[src/sv/sortpq_pkg.sv]
// sortpq_pkg: shared types and codes for the sorted priority queue
`timescale 1ns / 1ps

package sortpq_pkg;

	localparam int STATUS_BITS = 2;

	typedef logic [STATUS_BITS-1:0] status_t;

	// result status codes
	localparam status_t ST_DONE  = 2'd0;
	localparam status_t ST_FULL  = 2'd1;
	localparam status_t ST_EMPTY = 2'd2;

	// operation codes
	localparam logic OP_INSERT = 1'b0;
	localparam logic OP_REMOVE = 1'b1;

	// controller to datapath
	typedef struct packed {
		logic    load;     // capture the accepted item
		logic    execute;  // load the result register
		logic    update;   // change the stored entries and the count
		status_t code;     // status of the item being executed
	} sortpq_cmd_t;

	// datapath to controller
	typedef struct packed {
		logic op_remove;
		logic full;
		logic empty;
	} sortpq_flags_t;

endpackage

[src/sv/sorted_priority_queue.sv]
// sorted_priority_queue: top level joining the controller and the entry datapath
`timescale 1ns / 1ps
//
// channel  | handshake                  | payload
// ---------+----------------------------+-------------------------------------------
// item     | item_valid / item_ready    | operation, item_value, item_priority
// result   | result_valid / result_ready| status, removed_value, entry_count
//
// an item is first accepted; it then runs the parallel
// compare-and-shift over the cell row and loads the result register
// execution waits while the result register holds an item not yet taken,
// and no new item is accepted during that wait
// reset clears the entry count and the handshake state only; cells are
// never read above the count, so no clearing pass is needed
// insert places the entry behind all of lower or equal priority number,
// remove shifts the row up one cell

module sorted_priority_queue import sortpq_pkg::*; #(
	parameter int DEPTH         = 16,
	parameter int PRIORITY_BITS = 8,
	parameter int VALUE_BITS    = 32
) (
	input  logic                           clk,
	input  logic                           arst_n,
	input  logic                           item_valid,
	output logic                           item_ready,
	input  logic                           operation,
	input  logic signed [VALUE_BITS-1:0]   item_value,
	input  logic [PRIORITY_BITS-1:0]       item_priority,
	output logic                           result_valid,
	input  logic                           result_ready,
	output logic [STATUS_BITS-1:0]         status,
	output logic signed [VALUE_BITS-1:0]   removed_value,
	output logic [$clog2(DEPTH + 1)-1:0]   entry_count
);

	// command and status between the two halves
	sortpq_cmd_t   cmd;
	sortpq_flags_t flags;

	sortpq_ctrl u_ctrl (
		.clk          (clk),
		.arst_n       (arst_n),
		.item_valid   (item_valid),
		.item_ready   (item_ready),
		.result_valid (result_valid),
		.result_ready (result_ready),
		.flags        (flags),
		.cmd          (cmd)
	);

	// sorted cell row, head at cell zero
	sortpq_datapath #(
		.DEPTH         (DEPTH),
		.PRIORITY_BITS (PRIORITY_BITS),
		.VALUE_BITS    (VALUE_BITS)
	) u_datapath (
		.clk           (clk),
		.arst_n        (arst_n),
		.operation     (operation),
		.item_value    (item_value),
		.item_priority (item_priority),
		.cmd           (cmd),
		.flags         (flags),
		.status        (status),
		.removed_value (removed_value),
		.entry_count   (entry_count)
	);

endmodule

[src/sv/sortpq_datapath.sv]
// sortpq_datapath: row of sorted entry cells, entry count and result register
`timescale 1ns / 1ps

module sortpq_datapath import sortpq_pkg::*; #(
	parameter int DEPTH         = 16,
	parameter int PRIORITY_BITS = 8,
	parameter int VALUE_BITS    = 32,
	localparam int CW           = $clog2(DEPTH + 1)
) (
	input  logic                     clk,
	input  logic                     arst_n,
	input  logic                     operation,
	input  logic [VALUE_BITS-1:0]    item_value,
	input  logic [PRIORITY_BITS-1:0] item_priority,
	input  sortpq_cmd_t              cmd,
	output sortpq_flags_t            flags,
	output status_t                  status,
	output logic [VALUE_BITS-1:0]    removed_value,
	output logic [CW-1:0]            entry_count
);

	logic                     op_q;
	logic [VALUE_BITS-1:0]    val_q;
	logic [PRIORITY_BITS-1:0] pri_q;

	logic [VALUE_BITS-1:0]    val_cells_q [DEPTH];
	logic [PRIORITY_BITS-1:0] pri_cells_q [DEPTH];
	logic [CW-1:0]            count_q;

	status_t                  status_q;
	logic [VALUE_BITS-1:0]    removed_q;

	logic [DEPTH-1:0]         gt;

	// captured item
	always_ff @(posedge clk) begin
		if (cmd.load) begin
			op_q  <= operation;
			val_q <= item_value;
			pri_q <= item_priority;
		end
	end

	// held cells whose priority number is strictly above the new one; the row is sorted
	always_comb begin
		for (int i = 0; i < DEPTH; i++) begin
			gt[i] = (CW'(i) < count_q) && (pri_cells_q[i] > pri_q);
		end
	end

	for (genvar g = 0; g < DEPTH; g++) begin : g_cell
		logic shift_in;
		logic take_new;

		if (g == 0) begin : g_first
			assign shift_in = 1'b0;
		end else begin : g_rest
			assign shift_in = gt[g-1];
		end

		assign take_new = gt[g] || (CW'(g) == count_q);

		always_ff @(posedge clk) begin
			if (cmd.update) begin
				if (op_q == OP_REMOVE) begin
					if (g < DEPTH - 1) begin
						val_cells_q[g] <= val_cells_q[(g < DEPTH - 1) ? g + 1 : g];
						pri_cells_q[g] <= pri_cells_q[(g < DEPTH - 1) ? g + 1 : g];
					end
				end else if (shift_in) begin
					val_cells_q[g] <= val_cells_q[(g > 0) ? g - 1 : g];
					pri_cells_q[g] <= pri_cells_q[(g > 0) ? g - 1 : g];
				end else if (take_new) begin
					val_cells_q[g] <= val_q;
					pri_cells_q[g] <= pri_q;
				end
			end
		end
	end

	always_ff @(posedge clk or negedge arst_n) begin
		if (!arst_n) begin
			count_q <= '0;
		end else if (cmd.update) begin
			if (op_q == OP_REMOVE) begin
				count_q <= count_q - CW'(1);
			end else begin
				count_q <= count_q + CW'(1);
			end
		end
	end

	// result register
	always_ff @(posedge clk) begin
		if (cmd.execute) begin
			status_q  <= cmd.code;
			removed_q <= (cmd.update && op_q == OP_REMOVE) ? val_cells_q[0] : '0;
		end
	end

	assign flags.op_remove = (op_q == OP_REMOVE);
	assign flags.full      = (count_q == CW'(DEPTH));
	assign flags.empty     = (count_q == '0);

	assign status        = status_q;
	assign removed_value = removed_q;
	assign entry_count   = count_q;

endmodule

[src/sv/sortpq_ctrl.sv]
// sortpq_ctrl: handshake and sequencing state machine
`timescale 1ns / 1ps

module sortpq_ctrl import sortpq_pkg::*; (
	input  logic          clk,
	input  logic          arst_n,
	input  logic          item_valid,
	output logic          item_ready,
	output logic          result_valid,
	input  logic          result_ready,
	input  sortpq_flags_t flags,
	output sortpq_cmd_t   cmd
);

	typedef enum logic {
		S_IDLE,
		S_EXEC
	} state_t;

	state_t  state_q;
	logic    result_valid_q;
	logic    slot_free;
	status_t code;

	assign slot_free = !result_valid_q || result_ready;

	always_comb begin
		if (flags.op_remove) begin
			code = flags.empty ? ST_EMPTY : ST_DONE;
		end else begin
			code = flags.full ? ST_FULL : ST_DONE;
		end
	end

	assign item_ready  = (state_q == S_IDLE);
	assign cmd.load    = item_valid && item_ready;
	assign cmd.execute = (state_q == S_EXEC) && slot_free;
	assign cmd.update  = cmd.execute && (code == ST_DONE);
	assign cmd.code    = code;

	always_ff @(posedge clk or negedge arst_n) begin
		if (!arst_n) begin
			state_q        <= S_IDLE;
			result_valid_q <= 1'b0;
		end else begin
			case (state_q)
				S_IDLE: begin
					if (item_valid) begin
						state_q <= S_EXEC;
					end
				end
				S_EXEC: begin
					if (slot_free) begin
						state_q <= S_IDLE;
					end
				end
				default: begin
					state_q <= S_IDLE;
				end
			endcase
			if (cmd.execute) begin
				result_valid_q <= 1'b1;
			end else if (result_ready) begin
				result_valid_q <= 1'b0;
			end
		end
	end

	assign result_valid = result_valid_q;

	a_exec_slot_free: assert property (@(posedge clk) disable iff (!arst_n)
		cmd.execute |-> (!result_valid_q || result_ready))
		else $error("result register overwritten while still held");

	a_accept_blocks: assert property (@(posedge clk) disable iff (!arst_n)
		cmd.load |=> (!item_ready && !cmd.load))
		else $error("second item accepted before the first was executed");

	a_exec_shows_result: assert property (@(posedge clk) disable iff (!arst_n)
		cmd.execute |=> result_valid)
		else $error("executed item gave no result");

	a_update_ok: assert property (@(posedge clk) disable iff (!arst_n)
		cmd.update |-> (flags.op_remove ? !flags.empty : !flags.full))
		else $error("entries changed on a full insert or empty remove");

endmodule
[config.mk]
export PLATFORM = sky130hd
export DESIGN_NAME = sorted_priority_queue
export DESIGN_NICKNAME = d
export VERILOG_FILES = /design/src/sv/sortpq_pkg.sv /design/src/sv/sorted_priority_queue.sv /design/src/sv/sortpq_datapath.sv /design/src/sv/sortpq_ctrl.sv
export SDC_FILE = /design/constraint.sdc
export NUM_CORES = 1
export LEC_CHECK = 0
export BUFFER_PORTS_ARGS = -buffer_cell sky130_fd_sc_hd__buf_2
export CORE_UTILIZATION = 28
export CTS_CLUSTER_SIZE = 10
export DETAILED_ROUTE_END_ITERATION = 8
export SYNTH_ARGS = -nofsm -noshare
export SYNTH_HDL_FRONTEND = slang
export SYNTH_HIERARCHICAL = 1
export SYNTH_SLANG_ARGS = --single-unit
[constraint.sdc]
create_clock -name clk -period 5 [get_ports clk]
set_input_delay 0.5 -clock clk [delete_from_list [all_inputs] [get_ports clk]]
set_output_delay 0.5 -clock clk [all_outputs]
set_load 0.05 [all_outputs]
# After elaboration in Yosys (flattened, before gate mapping)
# Memories as Yosys holds them, arrays and structs flattened.
# Cells that the tools add are included.
# Widths: inputs -> output; s select.
# classes
add_sub_neg,2
eq_ne,16
n_bitwise,61
magnitude_cmp,32
mux,211
reduce_logical,41
# op_table
cell,n
$mux 32,30
$mux 8,30
$mux 1,147
$gt 8x8->1,16
$or 1x1->1,60
$eq 4x5->1 const A,8
$lt 4x5->1 const A,8
$eq 3x5->1 const A,4
$logic_and 1x1->1,20
$lt 3x5->1 const A,4
$logic_or 1x1->1,17
$eq 2x5->1 const A,2
$lt 1x5->1 const A,2
$lt 2x5->1 const A,2
$add 5x1->5 const B,1
$eq 1x5->1 const A,1
$eq 5x5->1 const B,1
$logic_not 5->1,1
$mux 5,1
$sub 5x1->5 const B,1
$mux 2,2
$logic_not 2->1,1
$pmux 1 s2,1
$reduce_bool 2->1,1
2 further kinds,2
# totals
out_inout_bits,41
mem_count,2
mem_bits_rw,640
in_bits,45
register_bits,82
wordCells,373
# memory_table
name,depth,word_bits,read_ports,rd_clocked_by_memory_dff,wr,line,source
u_datapath.val_cells_q,16,32,16,0,16,sortpq_datapath.sv:26,logic [VALUE_BITS-1:0] val_cells_q [DEPTH];
u_datapath.pri_cells_q,16,8,16,0,16,sortpq_datapath.sv:27,logic [PRIORITY_BITS-1:0] pri_cells_q [DEPTH];

# Depth between registers and ports, before layout
# Gate-level depths: netlist of the first run.
# An unclocked memory read counts as a cell.
# depth
depth_word,10
mapped_depth,14
depth_no_buf,12

# Hierarchy
# The synthesis of the first run kept the hierarchy.
# by_module_without_submodules
mod,cells_per_inst,seq_area_each_um2,n_inst,area_per_inst_um2
sortpq_datapath,3161,21595.7,1,39266.4
sortpq_ctrl,12,50.0,1,128.9

# Worst setup path before layout of the first run
# OpenSTA, ideal clock, no wires.
# synth_timing
path_kind,register to register
start,"register u_datapath.count_q[1], in the netlist u_datapath/entry_count[1]"
end,"memory u_datapath.pri_cells_q[5][0], in the netlist u_datapath/pri_cells_q[0][40], enable pin"
n_path_buf,1
path_stages_with_launch,9
setup_time_ns,0.493
required_ns,4.507
t_arrival_ns,5.024
period_less_slack_ns,5.517
slack_ns,-0.517
cell_sequence,dfrtp_1 -> buf_2 -> inv_1 -> ha_1 -> and3_1 -> nor2b_1 -> a2111oi_4 -> inv_1 -> o21ai_0
# synth_lines
element,line,source
from (decl),sortpq_datapath.sv:28,logic [CW-1:0] count_q;
from (signal assigned),sortpq_datapath.sv:86,count_q <= count_q - CW'(1);
from (signal assigned),sortpq_datapath.sv:88,count_q <= count_q + CW'(1);
to (decl),sortpq_datapath.sv:27,

==> metrics.cfg, run 1 <==
[floorplanning]
die_h_um = 377
coreArea_sq_um = 140000
die_area_sq_um = 142000
ios = 86
fp.dieW_um = 377
initial_utilization_pct = 28.2
rows = 137

[critical_path]
timing.critical_path.buf_inv = 2
worstPathRequired_ns = 5.42
worst_setup_path_end_kind = flop
slowest_stage = edfxtp_1
worst_path_dominant_cell_family = compound AO/OA/AOI/OAI gates
reg2reg_from = u_datapath/pri_q[4]$_DFFE_PP_
critical_path_arrival_ns = 4.70
critPathKind = flop to flop
crit_start = u_datapath/pri_q[4]$_DFFE_PP_
crit_fanout = 18
crit_path_cell_trace = inv_1 -> ha_1 -> a211oi_1 -> o21bai_1 -> o211ai_1 -> nand2_1 -> nand2_2 -> buf_12 -> mux2_1
start_kind = flop
max_stage_delay_ns = 0.75

[clock_network]
cts_buffer_depth = 3
postCtsSetupBuffers = 0
clk_latency_ns = 0.68
cts_tree = yes
numCtsBuffers = 83
cts.htree.levels = 3
root_buffer = clkbuf_16
clkTransAtPathRegs_ns = 0.06
clock_sink_count = 722

[global_routing]
grt_usage_pct = 17.4
grt_pass1_wl_um = 191000
grt_pass1_vias = 29073
grt_max_degree = 117
overflow = 0
antenna_found_initial = 1

[logic_synthesis]
ys_types = 71
synth_top_area_share_pct = 54.5
synthCells = 3173
yosysWarnings = 6
avgSynthCellArea_sq_um = 12.4
syn_nets = 3351
async_flop_share_pct = 0.970
yosys.area.top_type = edfxtp_1
synth_top_flop_cell = edfxtp_1
synth_seq_cells = 722
synth_edf_count = 715
ys_seq_area_share_pct = 54.9
ys_top_cells_by_area = edfxtp_1, mux2i_1, ha_1, a2bb2oi_1, o221a_1
syn_area_sq_um = 39400

[place]
place_inst = 4928
gp_congestion = 0.879
port_buffers = 85
hpwl_um = 84300
placed_area_sq_um = 42500

[routing]
vias_per_cell = 5.71
postRouteAntennaNets = 0
routed_wl_um = 128000
vias = 28945
dr.first_iter.drc_count = 2828
wl_per_cell_um = 25.2
dr.pass1.iters = 6
drc_errors = 0

[sta]
skew_ns = 0.0235
finalCritPeriodShare_pct = 85.5
min_period_ns = 4.27
finalSetupViolations = 0
slew-limit-headroom_pct = 17.8
rsz0062_at_grt = no
worst_pin_slew_ns = 1.23
clock.fmax_mhz = 234
finalHoldViolations = 0
drv_slew = 0
tns_ns = 0

[finish]
area_growth_pct = 14.6
nNetsFinal = 3352
post-route-util_pct = 32.4
finalNonFillerCells = 5070
drive_above_1_share_pct = 13.2
final_area_sq_um = 45100

[worst_hold_path]
hp-class = primary input to flop
min_from = item_priority[4]

[pwr]
peakVddDrop_mv = 0.281
power-per-cell-area_nw_per_um2 = 506
leakage_uw = 0.0147

[run]
cap_violations = 0

[status]
status = completed

placed cells by master, fill, tap and decap left out, types with 44 or more instances in the layout:
cell,synthesis,final
edfxtp_1,715,715
inv_1,67,67
buf_2,62,85
ha_1,133,133
mux2i_1,250,250
a2bb2oi_1,161,161
or3_1,119,119
o31ai_1,121,120
mux2_1,52,52
a21oi_1,159,148
nand3_1,98,96
o22ai_1,77,77
clkbuf_16,0,84
buf_4,6,105
nor2_1,146,144
o221a_1,121,120
nand3b_1,81,81
and3_1,44,44
Yosys cell counts, types with 4 or more instances:
| cell | number |
|---|---|
| buf_4 | 6 |
| o21ai_1 | 8 |
| o211ai_1 | 9 |
| edfxtp_1 | 715 |
| and3_1 | 44 |
| a211oi_1 | 10 |
| mux2_2 | 27 |
| and2_1 | 5 |
| nor2_1 | 146 |
| nand4_1 | 27 |
| and4_1 | 5 |
| nor3_1 | 41 |
| o221a_1 | 121 |
| o22a_1 | 37 |
| or3_1 | 119 |
| a21o_1 | 15 |
| o21bai_1 | 5 |
| dfrtp_1 | 7 |
| mux2_1 | 52 |
| a2bb2oi_1 | 161 |
| nor2b_1 | 16 |
| nand2_1 | 27 |
| inv_1 | 67 |
| o21a_1 | 9 |
| o2111ai_1 | 5 |
| buf_1 | 9 |
| a31oi_1 | 56 |
| a211o_1 | 4 |
| nand2b_1 | 43 |
| nand3b_1 | 81 |
| o22ai_1 | 77 |
| xnor2_1 | 4 |
| ha_1 | 133 |
| o31ai_1 | 121 |
| buf_2 | 62 |
| mux2i_1 | 250 |
| o221a_2 | 40 |
| clkbuf_1 | 248 |
| o211a_1 | 43 |
| nand3_1 | 98 |
| o21ai_0 | 18 |
| a21oi_1 | 159 |
| a22o_1 | 4 |
cell type report:
type	instances	area [sq um]
fillers	13881	94400
inverters	67	251
multi-input cells	2059	16800
clock buffers	96	2150
well taps	1876	2350
repair buffers	241	1860
clock inverters	8	109
diodes	1	2.50
flip-flops and latches	722	21600
per-layer routing:
layer  part of all wire, %  wire, um  GRT usage [%]
met1                    42     53600           23.2
met3                   7.7      9780           2.54
met2                    47     59900           28.7
met4                   3.3      4200           6.47
met5                     0         0              0
final timing paths:
check                           slack [ns]  cells past startpoint                                       end
worst max-delay path                  0.73                      9    u_datapath/val_cells_q[0][9]$_DFFE_PP_
max in group asynchronous             4.52                      2     u_datapath/entry_count[1]$_DFFE_PN0P_
worst min-delay path                  0.02                      1             u_datapath/pri_q[4]$_DFFE_PP_
worst max register to register        0.73                      9    u_datapath/val_cells_q[0][9]$_DFFE_PP_
min in group asynchronous             0.25                      2                  u_ctrl/state_q$_DFF_PN0_
worst min register to register        0.56                      1  u_datapath/val_cells_q[1][225]$_DFFE_PP_
power breakdown:
part           switching, uW  total [uW]  leakage (uW)  internal (uW)
logic                   5280        7950       0.00685           2670
clock network           2430        5490       0.00110           3060
registers                908        9390       0.00673           8480
total                   8610       22800        0.0147          14200
sequential cells by signal, summed over array words and instances, names as in the netlist:
name                      count
u_datapath/val_cells_q      512
u_datapath/pri_cells_q      128
u_datapath/removed_value     32
u_datapath/val_q             32
u_datapath/pri_q              8
u_datapath/entry_count        5
u_datapath/status             2
u_ctrl/result_valid           1
u_ctrl/state_q                1
u_datapath/op_q               1
what timing repair did:
action                                 CTS  global route
endpoints found under the hold margin   43             0
hold buffers                            37             0
setup endpoints to repair                0             0
gates resized for setup                  0             0
per-stage QoR:
stage | power, uW | worst slack [ns] | hold slack, ns
3_5_place_dp | 17300 | 0.830 | 0.410
6_report | 22800 | 0.727 | 0.0174
3_3_place_gp | 17100 | 0.882 | 0.408
2_1_floorplan | 14400 | 0.0976 | 0.204
4_1_cts | 22800 | 0.796 | 0.00575
5_1_grt | 23700 | 0.555 | 0.00636
cell families (layout without fill, tap and decap cells):
| family | Yosys count | in the layout | share of synthesized area, % |
|---|---|---|---|
| AO/OA/AOI/OAI | 932 | 932 | 18.8 |
| flip-flops | 722 | 722 | 54.9 |
| AND/OR/NAND/NOR | 660 | 660 | 9.27 |
| buffers and inverters | 392 | 412 | 3.99 |
| multiplexers | 329 | 329 | 8.61 |
| adder cells (fa/ha/maj) | 133 | 133 | 4.22 |
| XOR/XNOR | 5 | 5 | 0.111 |
| other | 0 | 1 | 0 |
Power figures use the tool's default switching activity.
==> run 2, diff against run 1 <==
- ABC_AREA: unset -> 1
==> metrics.cfg, run 2 <==
[sta]
drv_slew = 0  ; unchanged
clock.fmax_mhz = 219  ; was 234 MHz
worst_pin_slew_ns = 1.03  ; was 1.23 ns
min_period_ns = 4.56  ; was 4.27 ns
rsz0062_at_grt = no  ; unchanged
skew_ns = 0.0336  ; was 0.0235 ns
slew-limit-headroom_pct = 31.0  ; was 17.8%
finalSetupViolations = 0  ; unchanged
finalHoldViolations = 0  ; unchanged
tns_ns = 0  ; unchanged
finalCritPeriodShare_pct = 91.3  ; was 85.5%

[global_routing]
grt_max_degree = 98  ; was 117
grt_pass1_wl_um = 189000  ; was 191000 um
overflow = 0  ; unchanged
grt_usage_pct = 15.6  ; was 17.4%
antenna_found_initial = 0  ; was 1
grt_pass1_vias = 32201  ; was 29073

[finish]
regMostFlops = u_datapath/val_cells_q  ; unchanged
nNetsFinal = 5278  ; was 3352
final_common_cell = nand2_1  ; was edfxtp_1
post-route-util_pct = 31.4  ; was 32.4%
register_area_sq_um = 21600  ; unchanged
multi_input_area_sq_um = 16700  ; was 16800 sq um
area_growth_pct = 11.1  ; was 14.6%
reg_top3 = u_datapath/val_cells_q x512, u_datapath/pri_cells_q x128  ; unchanged
drive_above_1_share_pct = 6.78  ; was 13.2%
final_cell_mix = nand2_1, edfxtp_1, nand3_1  ; was edfxtp_1, mux2i_1, a2bb2oi_1
largest_reg_flops = 512  ; unchanged
num-fill-cells = 15432  ; was 13881
antenna_cells = 0  ; was 1

[worst_hold_path]
hp-class = primary input to flop  ; unchanged
min_from = item_value[19]  ; was item_priority[4]
holdPathEnd = u_datapath/val_q[19]$_DFFE_PP_  ; was u_datapath/pri_q[4]$_DFFE_PP_
hold_depth = 1  ; unchanged

[floorplanning]
rows = 141  ; was 137
coreArea_sq_um = 148000  ; was 140000 sq um
die_area_sq_um = 151000  ; was 142000 sq um
fp.dieW_um = 389  ; was 377 um
die_h_um = 389  ; was 377 um
initial_utilization_pct = 28.3  ; was 28.2%
ios = 86  ; unchanged

[routing]
routed_wl_um = 121000  ; was 128000 um
dr.first_iter.drc_count = 2992  ; was 2828
vias_per_cell = 4.82  ; was 5.71
vias = 34059  ; was 28945
dr.pass1.iters = 5  ; was 6
wl_per_cell_um = 17.2  ; was 25.2 um
drc_errors = 0  ; unchanged
postRouteAntennaNets = 0  ; unchanged

[clock_network]
postCtsSetupBuffers = 0  ; unchanged
clock_sink_count = 722  ; unchanged
cts_resized = 0  ; unchanged
root_buffer = clkbuf_16  ; unchanged
cts.htree.levels = 3  ; unchanged
clkTransAtPathRegs_ns = 0.06  ; about the same
cts_tree = yes  ; unchanged
clk_latency_ns = 0.66  ; was 0.68 ns
numCtsBuffers = 85  ; was 83
holdBufCountCts = 12  ; was 37
cts_buffer_depth = 3  ; unchanged

[critical_path]
critPathKind = flop to flop  ; unchanged
worstPathRequired_ns = 5.39  ; was 5.42 ns
worst_setup_path_end_kind = flop  ; unchanged
timing.critical_path.buf_inv = 6  ; was 2
reg2reg_from = u_datapath/entry_count[1]$_DFFE_PN0P_  ; was u_datapath/pri_q[4]$_DFFE_PP_
r2r_slack_ns = 0.44  ; was 0.73 ns
max_stage_delay_ns = 0.58  ; was 0.75 ns
worst_path_dominant_cell_family = buffers and inverters  ; was compound AO/OA/AOI/OAI gates
crit_path_cell_trace = inv_2 -> ha_1 -> inv_1 -> nor3_1 -> nand2_1 -> nand2_1 -> nor2_2 -> inv_2 -> nor2_8 -> inv_2 -> a21oi_4 -> nand2_1 -> buf_4 -> nand3_2 -> buf_4  ; was inv_1 -> ha_1 -> a211oi_1 -> o21bai_1 -> o211ai_1 -> nand2_1 -> nand2_2 -> buf_12 -> mux2_1
start_kind = flop  ; unchanged
worstRegToRegCells = 15  ; was 9
slowest_stage = nand3_2  ; was edfxtp_1
rr_endpoint = u_datapath/pri_cells_q[0][26]$_DFFE_PP_  ; was u_datapath/val_cells_q[0][9]$_DFFE_PP_
critical_path_arrival_ns = 4.95  ; was 4.70 ns
crit_fanout = 41  ; was 18

[logic_synthesis]
synth_seq_cells = 722  ; unchanged
yosys.area.top_type = edfxtp_1  ; unchanged
synth_common_cells = nand2_1, edfxtp_1, nand3_1, inv_1, o21ai_0  ; was edfxtp_1, mux2i_1, clkbuf_1, a2bb2oi_1, a21oi_1
synthCells = 5218  ; was 3173
ys_top_cells_by_area = edfxtp_1, nand2_1, nand3_1, o21ai_0, inv_1  ; was edfxtp_1, mux2i_1, ha_1, a2bb2oi_1, o221a_1
async_flop_share_pct = 0.970  ; unchanged
yosysWarnings = 6  ; unchanged
synth_most_common_cell = nand2_1  ; was edfxtp_1
avgSynthCellArea_sq_um = 8.02  ; was 12.4 sq um
ys_seq_area_share_pct = 51.7  ; was 54.9%
syn_area_sq_um = 41800  ; was 39400 sq um
syn_nets = 5396  ; was 3351
synth_top_area_share_pct = 51.3  ; was 54.5%
ys_types = 39  ; was 71
synth_top_flop_cell = edfxtp_1  ; unchanged
synth_edf_count = 715  ; unchanged

[place]
hpwl_um = 84100  ; was 84300 um
gp_congestion = 0.833  ; was 0.879
port_buffers = 85  ; unchanged

[pwr]
clock_power_share_pct = 25.9  ; was 24.0%
leakage_uw = 0.0212  ; was 0.0147 uW
combinationalPowerShare_pct = 29.7  ; was 34.8%
power_uw = 21800  ; was 22800 uW
intPower_uw = 13600  ; was 14200 uW
power-per-cell-area_nw_per_um2 = 470  ; was 506 nW/um^2
peakVddDrop_mv = 0.278  ; was 0.281 mV
p_switching_uw = 8200  ; was 8610 uW
pwr-share-seq_pct = 44.4  ; was 41.1%
swShare_pct = 37.5  ; was 37.7%

[status]
status = completed  ; unchanged

[run]
cap_violations = 0  ; unchanged

==> run 2: cell count changes after synthesis, moves of 97 or more <==
| cell | previous run | this run |
|---|---|---|
| mux2i_1 | 250 | 0 |
| o221a_1 | 121 | 0 |
| a2bb2oi_1 | 161 | 0 |
| a21oi_1 | 159 | 62 |
| o31ai_1 | 121 | 1 |
| nand2_1 | 27 | 2005 |
| nand3_1 | 98 | 558 |
| or3_1 | 119 | 0 |
| inv_1 | 67 | 526 |
| o21ai_0 | 18 | 473 |
==> run 2: power groups by stage <==
| stage | clock, uW | combinational (uW) | sequential (uW) |
|---|---|---|---|
| after floorplan | 0 | 4620 | 9450 |
| after global placement | 0 | 6290 | 9760 |
| after detailed placement | 0 | 6470 | 9770 |
| after CTS | 5790 | 6500 | 9660 |
| after global routing | 5970 | 7390 | 9810 |
| final | 5650 | 6500 | 9690 |
==> run 2: layout make-up <==
class,count,share of cell area (%)
Clock buffer,103,4.72
Clock inverter,13,0.436
Inverter,540,4.37
Multi-Input combinational cell,3557,35.9
Sequential cell,722,46.6
Tap cell,1930,5.19
Timing Repair Buffer,194,2.79
==> run 2: through the flow <==
step / instance area (sq um) / hold slack [ns] / instances / setup WS [ns]
6_report: 46500 / 0.0360 / 7059 / 0.437
5_1_grt: 46500 / 0.0216 / 7059 / 0.176
4_1_cts: 46500 / 0.000139 / 7059 / 0.502
3_5_place_dp: 44000 / 0.355 / 6931 / 0.524
3_3_place_gp: 44000 / 0.354 / 6931 / 0.577
2_1_floorplan: 41800 / 0.204 / 5218 / 0.565
==> run 2: cells by family after synthesis <==
group / count (synthesis) / share of synthesized area [%]
and+or+nand+nor: 2782 / 27.6
adders and majority gates: 133 / 3.98
DFF: 722 / 51.7
buffers and inverters: 939 / 8.77
AOI/OAI and AO/OA: 638 / 7.85
xor gates and xnor gates: 4 / 0.0837
==> run 2: worst register-to-register path, stage by stage (launching register included) <==
cell     delay (ns)
dfrtp_1        0.54
inv_2          0.18
ha_1           0.29
inv_1          0.09
nor3_1         0.56
nand2_1        0.15
nand2_1        0.12
nor2_2         0.07
inv_2          0.11
nor2_8         0.10
inv_2          0.52
a21oi_4        0.06
nand2_1        0.09
buf_4          0.41
nand3_2        0.61
buf_4          0.41
==> run 2: worst max-delay path by stage <==
stage | from | end | slack, ns | depth (start not counted)
2_1_floorplan | u_datapath/entry_count[0]$_DFFE_PN0P_ | u_datapath/pri_cells_q[1][56]$_DFFE_PP_ | 0.57 | 16
3_3_place_gp | u_datapath/entry_count[1]$_DFFE_PN0P_ | u_datapath/val_cells_q[0][111]$_DFFE_PP_ | 0.58 | 15
3_5_place_dp | u_datapath/entry_count[1]$_DFFE_PN0P_ | u_datapath/val_cells_q[0][111]$_DFFE_PP_ | 0.52 | 15
4_1_cts | u_datapath/entry_count[1]$_DFFE_PN0P_ | u_datapath/pri_cells_q[0][26]$_DFFE_PP_ | 0.50 | 15
5_1_grt | u_datapath/entry_count[1]$_DFFE_PN0P_ | u_datapath/pri_cells_q[0][27]$_DFFE_PP_ | 0.18 | 15
6_report | u_datapath/entry_count[1]$_DFFE_PN0P_ | u_datapath/pri_cells_q[0][26]$_DFFE_PP_ | 0.44 | 15
==> run 2: per-layer routing <==
metal  GRT usage (%)  share of wire [%]
met3            1.80                6.0
met1            21.8                 46
met2            25.7                 46
met5               0                  0
met4            3.89                1.6
